### src/sv/assert_macros.svh
// Assertion macros shared by the rotated box bounds RTL.
// Needs clk and rst_n in the scope of each use; empty in synthesis builds.
`ifndef ASSERT_MACROS_SVH
`define ASSERT_MACROS_SVH

`ifndef SYNTHESIS

// same-cycle implication
`define RBB_ASSERT_IMP(lbl, ante, cons) \
  lbl: assert property (@(posedge clk) disable iff (!rst_n) (ante) |-> (cons)) \
    else $error("rbb assertion failed");

// next-cycle implication
`define RBB_ASSERT_NXT(lbl, ante, cons) \
  lbl: assert property (@(posedge clk) disable iff (!rst_n) (ante) |=> (cons)) \
    else $error("rbb assertion failed");

`else

`define RBB_ASSERT_IMP(lbl, ante, cons)
`define RBB_ASSERT_NXT(lbl, ante, cons)

`endif

`endif

### src/sv/rbb_pkg.sv
// Shared types, register codes and fixed-point helpers for rotated_box_bounds.
// No dependencies.
package rbb_pkg;

  localparam int COORD_W = 32;
  localparam int COEF_W  = 18;
  localparam int WCOEF_W = COEF_W + 1;          // room for a negated coefficient
  localparam int PROD_W  = WCOEF_W + COORD_W;
  localparam int ACC_W   = PROD_W + 1;
  localparam int FRAC_W  = 16;
  localparam int PADDR_W = 4;
  localparam int PDATA_W = 32;

  typedef logic signed [COORD_W-1:0] coord_t;
  typedef logic signed [COEF_W-1:0]  coef_t;
  typedef logic signed [WCOEF_W-1:0] wcoef_t;
  typedef logic signed [PROD_W-1:0]  prod_t;
  typedef logic signed [ACC_W-1:0]   acc_t;

  // register index codes (byte address bits [3:2])
  localparam logic [1:0] REG_COS_A = 2'd0;
  localparam logic [1:0] REG_SIN_A = 2'd1;
  localparam logic [1:0] REG_COS_B = 2'd2;
  localparam logic [1:0] REG_SIN_B = 2'd3;

  localparam coef_t COS_RESET = 18'sd65536;
  localparam coef_t SIN_RESET = 18'sd0;

  localparam acc_t   RND_HALF  = acc_t'(1) <<< (FRAC_W - 1);
  localparam coord_t COORD_MIN = {1'b1, {(COORD_W-1){1'b0}}};
  localparam coord_t COORD_MAX = {1'b0, {(COORD_W-1){1'b1}}};

  // load enables of the two min/max tree levels
  typedef struct packed {
    logic ld_a;
    logic ld_b;
  } extent_ld_t;

  // round half up, drop 16 fraction bits, clamp to 32-bit signed
  function automatic coord_t rnd_sat(input acc_t s);
    acc_t r;
    logic signed [ACC_W-FRAC_W-1:0] q;
    r = s + RND_HALF;
    q = r[ACC_W-1:FRAC_W];
    if (q[ACC_W-FRAC_W-1:COORD_W-1] == {(ACC_W-FRAC_W-COORD_W+1){q[COORD_W-1]}}) begin
      return q[COORD_W-1:0];
    end else if (q[ACC_W-FRAC_W-1]) begin
      return COORD_MIN;
    end else begin
      return COORD_MAX;
    end
  endfunction

  function automatic coord_t cmin(input coord_t a, input coord_t b);
    return (a < b) ? a : b;
  endfunction

  function automatic coord_t cmax(input coord_t a, input coord_t b);
    return (a > b) ? a : b;
  endfunction

endpackage

### src/sv/rbb_extent.sv
// Two-level registered min/max tree over the eight rotated values of one axis.
// Depends on rbb_pkg.
module rbb_extent (
  input  logic                clk,
  input  rbb_pkg::extent_ld_t ld,
  input  rbb_pkg::coord_t     vals [8],
  output rbb_pkg::coord_t     min_v,
  output rbb_pkg::coord_t     max_v
);

  rbb_pkg::coord_t lo_nxt [2];
  rbb_pkg::coord_t hi_nxt [2];
  rbb_pkg::coord_t lo_r   [2];
  rbb_pkg::coord_t hi_r   [2];
  rbb_pkg::coord_t min_r;
  rbb_pkg::coord_t max_r;

  // level A: each half of four values down to one
  always_comb begin
    for (int h = 0; h < 2; h++) begin
      lo_nxt[h] = rbb_pkg::cmin(rbb_pkg::cmin(vals[4*h], vals[4*h+1]),
                                rbb_pkg::cmin(vals[4*h+2], vals[4*h+3]));
      hi_nxt[h] = rbb_pkg::cmax(rbb_pkg::cmax(vals[4*h], vals[4*h+1]),
                                rbb_pkg::cmax(vals[4*h+2], vals[4*h+3]));
    end
  end

  always_ff @(posedge clk) begin
    if (ld.ld_a) begin
      lo_r <= lo_nxt;
      hi_r <= hi_nxt;
    end
    if (ld.ld_b) begin
      min_r <= rbb_pkg::cmin(lo_r[0], lo_r[1]);
      max_r <= rbb_pkg::cmax(hi_r[0], hi_r[1]);
    end
  end

  assign min_v = min_r;
  assign max_v = max_r;

endmodule

### config.mk
export PLATFORM = sky130hd
export DESIGN_NAME = rbb_extent
export DESIGN_NICKNAME = d
export VERILOG_FILES = /design/src/sv/assert_macros.svh /design/src/sv/rbb_pkg.sv /design/src/sv/rbb_extent.sv
export SDC_FILE = /design/constraint.sdc
export NUM_CORES = 1
export LEC_CHECK = 0
export ABC_AREA = 1
export BUFFER_PORTS_ARGS = -buffer_cell sky130_fd_sc_hd__buf_2
export CAP_MARGIN = 20
export CELL_PAD_IN_SITES_DETAIL_PLACEMENT = 0
export CELL_PAD_IN_SITES_GLOBAL_PLACEMENT = 1
export CORE_MARGIN = 5
export CORE_UTILIZATION = 38
export DETAILED_ROUTE_END_ITERATION = 12
export PLACE_DENSITY = 0.86
export SLEW_MARGIN = 10
export SYNTH_ARGS = -nofsm -noshare
export SYNTH_HDL_FRONTEND = slang
export SYNTH_SLANG_ARGS = --single-unit
### constraint.sdc
create_clock -name clk -period 3.8 [get_ports clk]
set_input_delay 0 -clock clk [delete_from_list [all_inputs] [get_ports clk]]
set_output_delay 0 -clock clk [all_outputs]
set_load 0.005 [all_outputs]
==> summary.md, run 1 <==
| Metric | Value |
|---|---|
| Run status | `complete, but fails checks` |
| Failing checks | `setup timing` |
| Port bufs | `322` |
| Syn_area_per_cell | `7.36 µm²` |
| Synthesis-stage register bit count | `192` |
| Tcrit/Tclk final | `103%` |
| Antenna viol nets, final | `0` |
| Routed WL | `77100 µm` |
| CTS max path bufs | `2` |
| P_sw | `7470 µW` |
| Synth Net Count | `3151` |
| Iteration-0 DRC count of the detailed router | `1729` |
| Clock Power Share | `11.2%` |
| Final worst slack | `-0.0972 ns` |
| Clk root buf | `clkbuf_16` |
| Highest Clock Rate | `0.257 GHz` |
| Compound-cell area share of the yosys netlist | `15.8%` |
| Cell row count | `81` |
| First-pass GRT wire length | `106000 µm` |
| Setup CP Type | `input pin to flop` |
| DR WL/cell | `18.3 µm` |
| Vias in the first global route | `20985` |
| Initial Util | `38.6%` |
| Combinational share of power | `64.2%` |
| Crit start category | `input pin` |
| Grt total ovfl | `0` |
| Post-synth top area cell | `edfxtp_1` |
| Worst min path class | `input pin to flop` |
| Synth-to-Final Area Change | `60.3%` |
| Max-cap violations | `0` |
| Fraction of registers with async set/reset | `0%` |
| Fin cells | `4222` |
| Vias per cell | `5.25` |
| Clock tree sinks | `192` |
| Tot Pwr | `17000 µW` |
| Post-Synth XOR/XNOR Area | `0.0924%` |
| Post-synth EDFFs | `192` |
| Core Box Area | `0.0492 mm²` |
| Worst slew pin tran | `1.06 ns` |
| Syn. warnings | `0` |
| Clock transition at path regs | `0.07 ns` |
| Share of layout cells above drive strength 1 | `44.3%` |
| Post-Place Cells | `4104` |
| Post-synth top cells | `nand2_1 (597), inv_1 (338), ha_1 (317), o21ai_0 (301), nand3_1 (230)` |
| Total number of vias | `22167` |
| DRC | `0` |
| Pwr Density | `560 mW/mm²` |
| Clk_skew | `0.0110 ns` |
| Cell variety after synth | `40` |
| VDD IR max | `0.373 mV` |
| Post-DP HPWL | `57300 µm` |
| Max transition margin | `29.3%` |
| Sequential-to-total area share from yosys stat | `30.4%` |
| Post-synth top area share | `30.4%` |
| Max H-tree Level | `4` |
| RSZ-0062 raised after global routing | `true` |
| Synth Area in Simple Gates | `23.5%` |
| Die width | `233 µm` |
| Final Hold Viols | `0` |
| Sw Ratio | `43.9%` |
| Fin util | `61.8%` |
| WP data arrival | `4.09 ns` |
| Post-CTS Hold Fix Bufs | `0` |
| # diodes | `0` |
| Mux share of post-synthesis cell area | `0%` |
| Setup violators final | `33` |
| Internal Pwr Total | `9540 µW` |
| Largest net degree at the start of global routing | `79` |
| Final Wtd Congestion | `0.921` |
| Mapped Area | `0.0190 mm²` |
| Ys flop type | `edfxtp_1` |
| Io pins | `323` |
| Leak Pwr | `0.0153 µW` |
| Num CTS Buffers | `17` |
| TritonCTS clock tree | `yes` |
| Most common cell in the netlist | `nand2_1` |
| Reg power frac | `24.7%` |
| Worst-path fanout max | `8` |
| Crit path required time | `3.99 ns` |
| Final Critical Period | `3.90 ns` |
| Largest family of logic cells by synthesized area | `simple AND/OR/NAND/NOR gates` |
| Max-slew violation count | `0` |
| Post-synthesis instance total | `2575` |
| Initial antenna violation count | `1` |
| Area contributors post-synth | `edfxtp_1 (30%), ha_1 (21%), nand2_1 (12%), o21ai_0 (7.9%), inv_1 (6.7%)` |
| CP endpoint kind | `flop` |
| Die Height | `233 µm` |
| Clk_lat worst skew | `0.44 ns` |
| Post-synthesis adder-cell area fraction | `20.9%` |
| Die area | `0.0544 mm²` |
| Nets | `4121` |
| Total Routing Usage GR | `24.5%` |
| First-pass DRT Iterations | `6` |
## critical path, cell delays in order
cell       delay (ns)
buf_8            0.08
inv_4            0.03
ha_4             0.26
nand4_1          0.16
nor3_2           0.32
and3_4           0.28
nand2_4          0.07
nand2_2          0.07
nand2_2          0.07
nand2_4          0.12
nand2_8          0.11
clkbuf_16        0.19
o21ai_0          0.47
ha_1             0.36
a21oi_1          0.12
o21ai_0          0.22
a2111oi_4        0.38
xor2_1           0.22
nand2_2          0.13
inv_8            0.15
clkbuf_16        0.19
o21ai_2          0.06
## path summary, 6_finish.rpt
path / from / end / slack [ns] / cells after the start
max: vals[27] / hi_r[16] / -0.1 / 22
min: vals[184] / hi_r[56] / 0.16 / 4
max reg2reg: lo_r[33] / min_v[17] / 0.34 / 14
min reg2reg: lo_r[10] / min_v[10] / 0.59 / 2
## through the flow
step | setup WS, ns | hold WS (ns) | TNS, ns | instance area (µm²)
after global routing | -0.181 | 0.169 | -12.68 | 30400
final | -0.0972 | 0.159 | -2.25 | 30400
after detailed placement | -0.804 | 0.397 | -74.54 | 26100
after CTS | 0.00526 | 0.141 | 0 | 27200
after floorplan | -0.00951 | 0.112 | -0.00951 | 19000
after global placement | -0.841 | 0.394 | -71.70 | 26100
## registers in the layout, indices dropped and copies added (netlist names)
| name | flops |
|---|---|
| hi_r | 64 |
| lo_r | 64 |
| max_v | 32 |
| min_v | 32 |
## power groups by stage
| stage | Sequential, µW | Clock [µW] | Combinational [µW] |
|---|---|---|---|
| 2_1_floorplan | 4050 | 0 | 4720 |
| 3_3_place_gp | 4220 | 0 | 8210 |
| 3_5_place_dp | 4230 | 0 | 8490 |
| 4_1_cts | 4200 | 1910 | 8880 |
| 5_1_grt | 4260 | 2020 | 11900 |
| 6_report | 4190 | 1900 | 10900 |
## final cells by class
type / count / area [µm²]
fill: 4169 / 18800
inverter: 342 / 1320
tap: 664 / 831
clock inverter: 14 / 193
multi-input combinational: 1941 / 13800
timing repair buffer: 1051 / 8090
sequential: 192 / 5770
clock buffer: 18 / 429
## logic make-up after synthesis
group	Yosys count
adders and majority gates	317
xor gates and xnor gates	2
and+or+nand+nor	1052
DFF	192
AOI/OAI and AO/OA	570
buffers and inverters	442
## routing by layer
metal	global-route usage, %	vias to the layer above	share of wire, %	wire, µm
met1	29.8	10505	41	31500
met3	2.52	164	5.3	4080
met5	0	-	0	0
met4	6.94	0	3.1	2390
li1	-	10738	-	-
met2	45.8	760	51	39200
## what timing repair did
action / 4_1_cts / 5_1_grt
setup endpoints to repair: 96 / 128
resized for setup: 116 / 633
cloned: 5 / 29
buffers inserted: 11 / 45
pin swaps: 23 / 144
## layout by cell type (no fill, tap or decap), drive strengths merged, types with 2 or more instances in the layout
cell / synthesis / final
a2111oi: 3 / 3
a21oi: 224 / 224
a31oi: 2 / 2
a21o: 5 / 5
a211oi: 10 / 10
o21ai: 302 / 302
nand3: 232 / 232
nor3: 10 / 10
buf: 33 / 1029
nor4: 6 / 6
nand4: 26 / 26
clkbuf: 67 / 40
or2: 32 / 32
clkinv: 3 / 3
o221a: 3 / 3
inv: 339 / 349
o221ai: 2 / 2
ha: 317 / 317
o2111ai: 2 / 2
xor2: 2 / 2
nand2: 604 / 604
edfxtp: 192 / 192
o211ai: 3 / 3
nor2: 140 / 140
o21a: 9 / 9
o21bai: 2 / 2
bufinv: 0 / 3
Note: power is estimated with default switching activity, not from simulation.
==> inputs of run 2 (changes only) <==
--- a/config.mk
+++ b/config.mk
@@ -5,15 +5,15 @@
 export SDC_FILE = /design/constraint.sdc
 export NUM_CORES = 1
 export LEC_CHECK = 0
-export ABC_AREA = 1
 export BUFFER_PORTS_ARGS = -buffer_cell sky130_fd_sc_hd__buf_2
 export CAP_MARGIN = 20
 export CELL_PAD_IN_SITES_DETAIL_PLACEMENT = 0
 export CELL_PAD_IN_SITES_GLOBAL_PLACEMENT = 1
 export CORE_MARGIN = 5
-export CORE_UTILIZATION = 38
+export CORE_UTILIZATION = 41
 export DETAILED_ROUTE_END_ITERATION = 12
-export PLACE_DENSITY = 0.86
+export PLACE_DENSITY = 0.87
+export REMOVE_ABC_BUFFERS = 1
 export SLEW_MARGIN = 10
 export SYNTH_ARGS = -nofsm -noshare
 export SYNTH_HDL_FRONTEND = slang
==> run 2 against run 1 <==
The run still ends with setup timing left. Utilization grew 4.4 points. Total power shrank 18%. Non-clock buffer count is the same. Hold slack lost 0.094 ns. Sequential power shrank 14%. Register-to-register slack lost 0.16 ns. Synthesized cell count shrank 27%. Global-route usage grew 1.5 points. Fmax shrank 18%.
==> summary.md, run 2 <==
| Metric | Value |
|---|---|
| Largest net degree at the start of global routing | `48` |
| Mapped Area | `0.0186 mm²` |
| GR Layer Usage met2 | `46.1%` |
| Area of the multi-input gates | `0.0136 mm²` |
| Iteration-0 DRC count of the detailed router | `1135` |
| Post-synth top cells | `inv_1 (323), mux2i_1 (321), ha_1 (317), edfxtp_1 (192), a21oi_1 (151)` |
| Most frequent cells in the layout | `buf_4 (660), buf_2 (303), inv_1 (302), ha_1 (272), mux2i_1 (212)` |
| Max stage delay cell, worst path | `or4_4` |
| Worst R2R Start | `hi_r[57]` |
| Register area | `0.00577 mm²` |
| WHS Endpoint | `hi_r[59]` |
| RSZ-0062 raised after global routing | `true` |
| Ys flop type | `edfxtp_1` |
| Sequential-to-total area share from yosys stat | `30.9%` |
| Post-Place Cells | `3392` |
| Die width | `223 µm` |
| DRC | `0` |
| Post-synth top area cell | `edfxtp_1` |
| WP data arrival | `4.93 ns` |
| Most used routing layer | `met2` |
| Share of layout cells above drive strength 1 | `49.3%` |
| Initial Util | `41.2%` |
| Fin cells | `3525` |
| Final Hold Viols | `0` |
| Cell class contributing the biggest share of worst-path delay | `compound AO/OA/AOI/OAI gates` |
| Post-synthesis instance total | `1891` |
| CTS max path bufs | `2` |
| Top flop regs | `hi_r (64), lo_r (64)` |
| Highest Clock Rate | `0.211 GHz` |
| Clock transition at path regs | `0.08 ns` |
| Fin util | `66.2%` |
| Nets | `3486` |
| Num CTS Buffers | `17` |
| Setup violators final | `128` |
| Grt total ovfl | `0` |
| Fraction of registers with async set/reset | `0%` |
| HP Start | `vals[219]` |
| Worst min path class | `input pin to flop` |
| Crit. path cell count | `30` |
| Final worst slack | `-0.942 ns` |
| Area contributors post-synth | `edfxtp_1 (31%), ha_1 (21%), mux2i_1 (17%), inv_1 (6.5%), a21oi_1 (4.1%)` |
| WHS | `0.0644 ns` |
| R2R Setup Slk | `0.18 ns` |
| Vias in the first global route | `19422` |
| Port bufs | `322` |
| Max-cap violations | `0` |
| Clk root buf | `clkbuf_16` |
| GR Layer Usage met3 | `4.63%` |
| Core Box Area | `0.0452 mm²` |
| Most common cell on crit path | `a21o_1` |
| FILL cells | `3367` |
| TritonCTS clock tree | `yes` |
| Crit start category | `input pin` |
| Routed WL | `71200 µm` |
| Cell variety after synth | `51` |
| Run status | `complete, but fails checks` |
| Final Wtd Congestion | `0.982` |
| Tcrit/Tclk final | `125%` |
| Leak Pwr | `0.0151 µW` |
| Clock tree sinks | `192` |
| Clk_skew | `0.0132 ns` |
| DR WL/cell | `20.2 µm` |
| Setup CP Type | `input pin to flop` |
| Slowest stage delay, CP | `0.44 ns` |
| Clk_lat worst skew | `0.43 ns` |
| Worst slew pin tran | `0.668 ns` |
| Vias per cell | `5.38` |
| CP endpoint kind | `flop` |
| Cell row count | `78` |
| Met1 Use GR | `31.5%` |
| CP Launch Point | `vals[69]` |
| Total Routing Usage GR | `26.1%` |
| Post-synth EDFFs | `192` |
| Initial antenna violation count | `2` |
| Worst reg2reg path endpoint | `max_v[0]` |
| VDD IR max | `0.306 mV` |
| Crit path buf inv count | `9` |
| Commonest non-fill, non-tap cell in the layout | `buf_4` |
| Syn. warnings | `0` |
| Max transition margin | `55.5%` |
| Synthesis-stage register bit count | `192` |
| Max H-tree Level | `4` |
| Crit path required time | `3.99 ns` |
| Pwr Density | `464 mW/mm²` |
| Max-slew violation count | `0` |
| Post-synth top area share | `30.9%` |
| Failing checks | `setup timing` |
| Worst-path fanout max | `8` |
| Final Critical Period | `4.74 ns` |
| Post-DP HPWL | `53600 µm` |
| Die Height | `223 µm` |
| Hold path depth | `4` |
| Die area | `0.0498 mm²` |
| First-pass DRT Iterations | `5` |
| Syn_area_per_cell | `9.85 µm²` |
| Io pins | `323` |
| Total number of vias | `18966` |
| Synth-to-Final Area Change | `60.5%` |
| Most common cell in the netlist | `inv_1` |
| R2R depth | `12` |
| First-pass GRT wire length | `102000 µm` |
| Antenna viol nets, final | `0` |
[run 2: cell count changes after synthesis, sizes merged, moves of 66 or more]
cell,before,now
nand2,604,50
mux2,0,66
o21ai,302,44
nand3,232,22
a21oi,224,151
mux2i,0,321
a21o,5,71
[run 2: cells by family after synthesis]
logic type / count (synthesis) / synth area share (%)
flops: 192 / 30.9
xor+xnor: 2 / 0.0940
buf+inv: 375 / 7.78
fa+ha+maj: 317 / 21.3
simple gates: 288 / 7.57
mux: 387 / 21.2
compound gates: 330 / 11.1
[run 2: cell type report]
type | count | area share, %
antenna | 2 | 0.0167
inverter | 323 | 4.10
multi-input combinational | 1325 | 45.5
timing repair buffer | 1051 | 26.6
tap | 600 | 2.51
clock buffer | 17 | 1.42
sequential | 192 | 19.3
clock inverter | 15 | 0.502
[run 2: stage by stage]
| step | setup TNS [ns] | total power, µW | cell area (µm²) | setup WS (ns) |
|---|---|---|---|---|
| floorplan | -628.66 | 7110 | 18400 | -6.04 |
| global placement | -208.28 | 9880 | 25800 | -1.94 |
| detailed placement | -228.98 | 10100 | 25800 | -2.21 |
| CTS | -78.50 | 13300 | 28800 | -0.824 |
| global route | -119.91 | 14600 | 29900 | -1.14 |
| finish | -98.41 | 13900 | 29900 | -0.942 |
[run 2: routing by layer]
layer | wire, µm | part of all wire (%)
met5 | 13 | 0.018
met2 | 35400 | 50
met1 | 28300 | 40
met4 | 3290 | 4.6
met3 | 4140 | 5.8
[run 2: worst register-to-register path, stage by stage, from the launching register on]
cell	delay, ns
edfxtp_1	0.51
ha_1	0.35
a21o_1	0.18
a21oi_1	0.14
nor2b_1	0.05
o21ai_0	0.15
nand2b_1	0.08
a211oi_1	0.43
o32ai_1	0.13
or3_1	0.43
mux2i_4	0.18
buf_4	0.30
mux2_2	0.43
[run 2: worst max path at each step]
stage,slack [ns],endpoint
3_5_place_dp,-2.21,lo_r[24]
2_1_floorplan,-6.04,hi_r[32]
6_report,-0.94,lo_r[20]
5_1_grt,-1.14,lo_r[23]
3_3_place_gp,-1.94,lo_r[24]
4_1_cts,-0.82,lo_r[23]
[run 2: power breakdown]
part | internal (µW) | switching [µW]
logic | 4520 | 3940
clock network | 929 | 871
registers | 3210 | 403
[run 2: timing repair]
action                     in CTS  in global routing
gates cloned                   14                  0
setup endpoints to repair     128                128
pin swaps                      88                 76
hold buffers                    0                  0
gates resized for setup       334                175
setup buffers                  75                 34
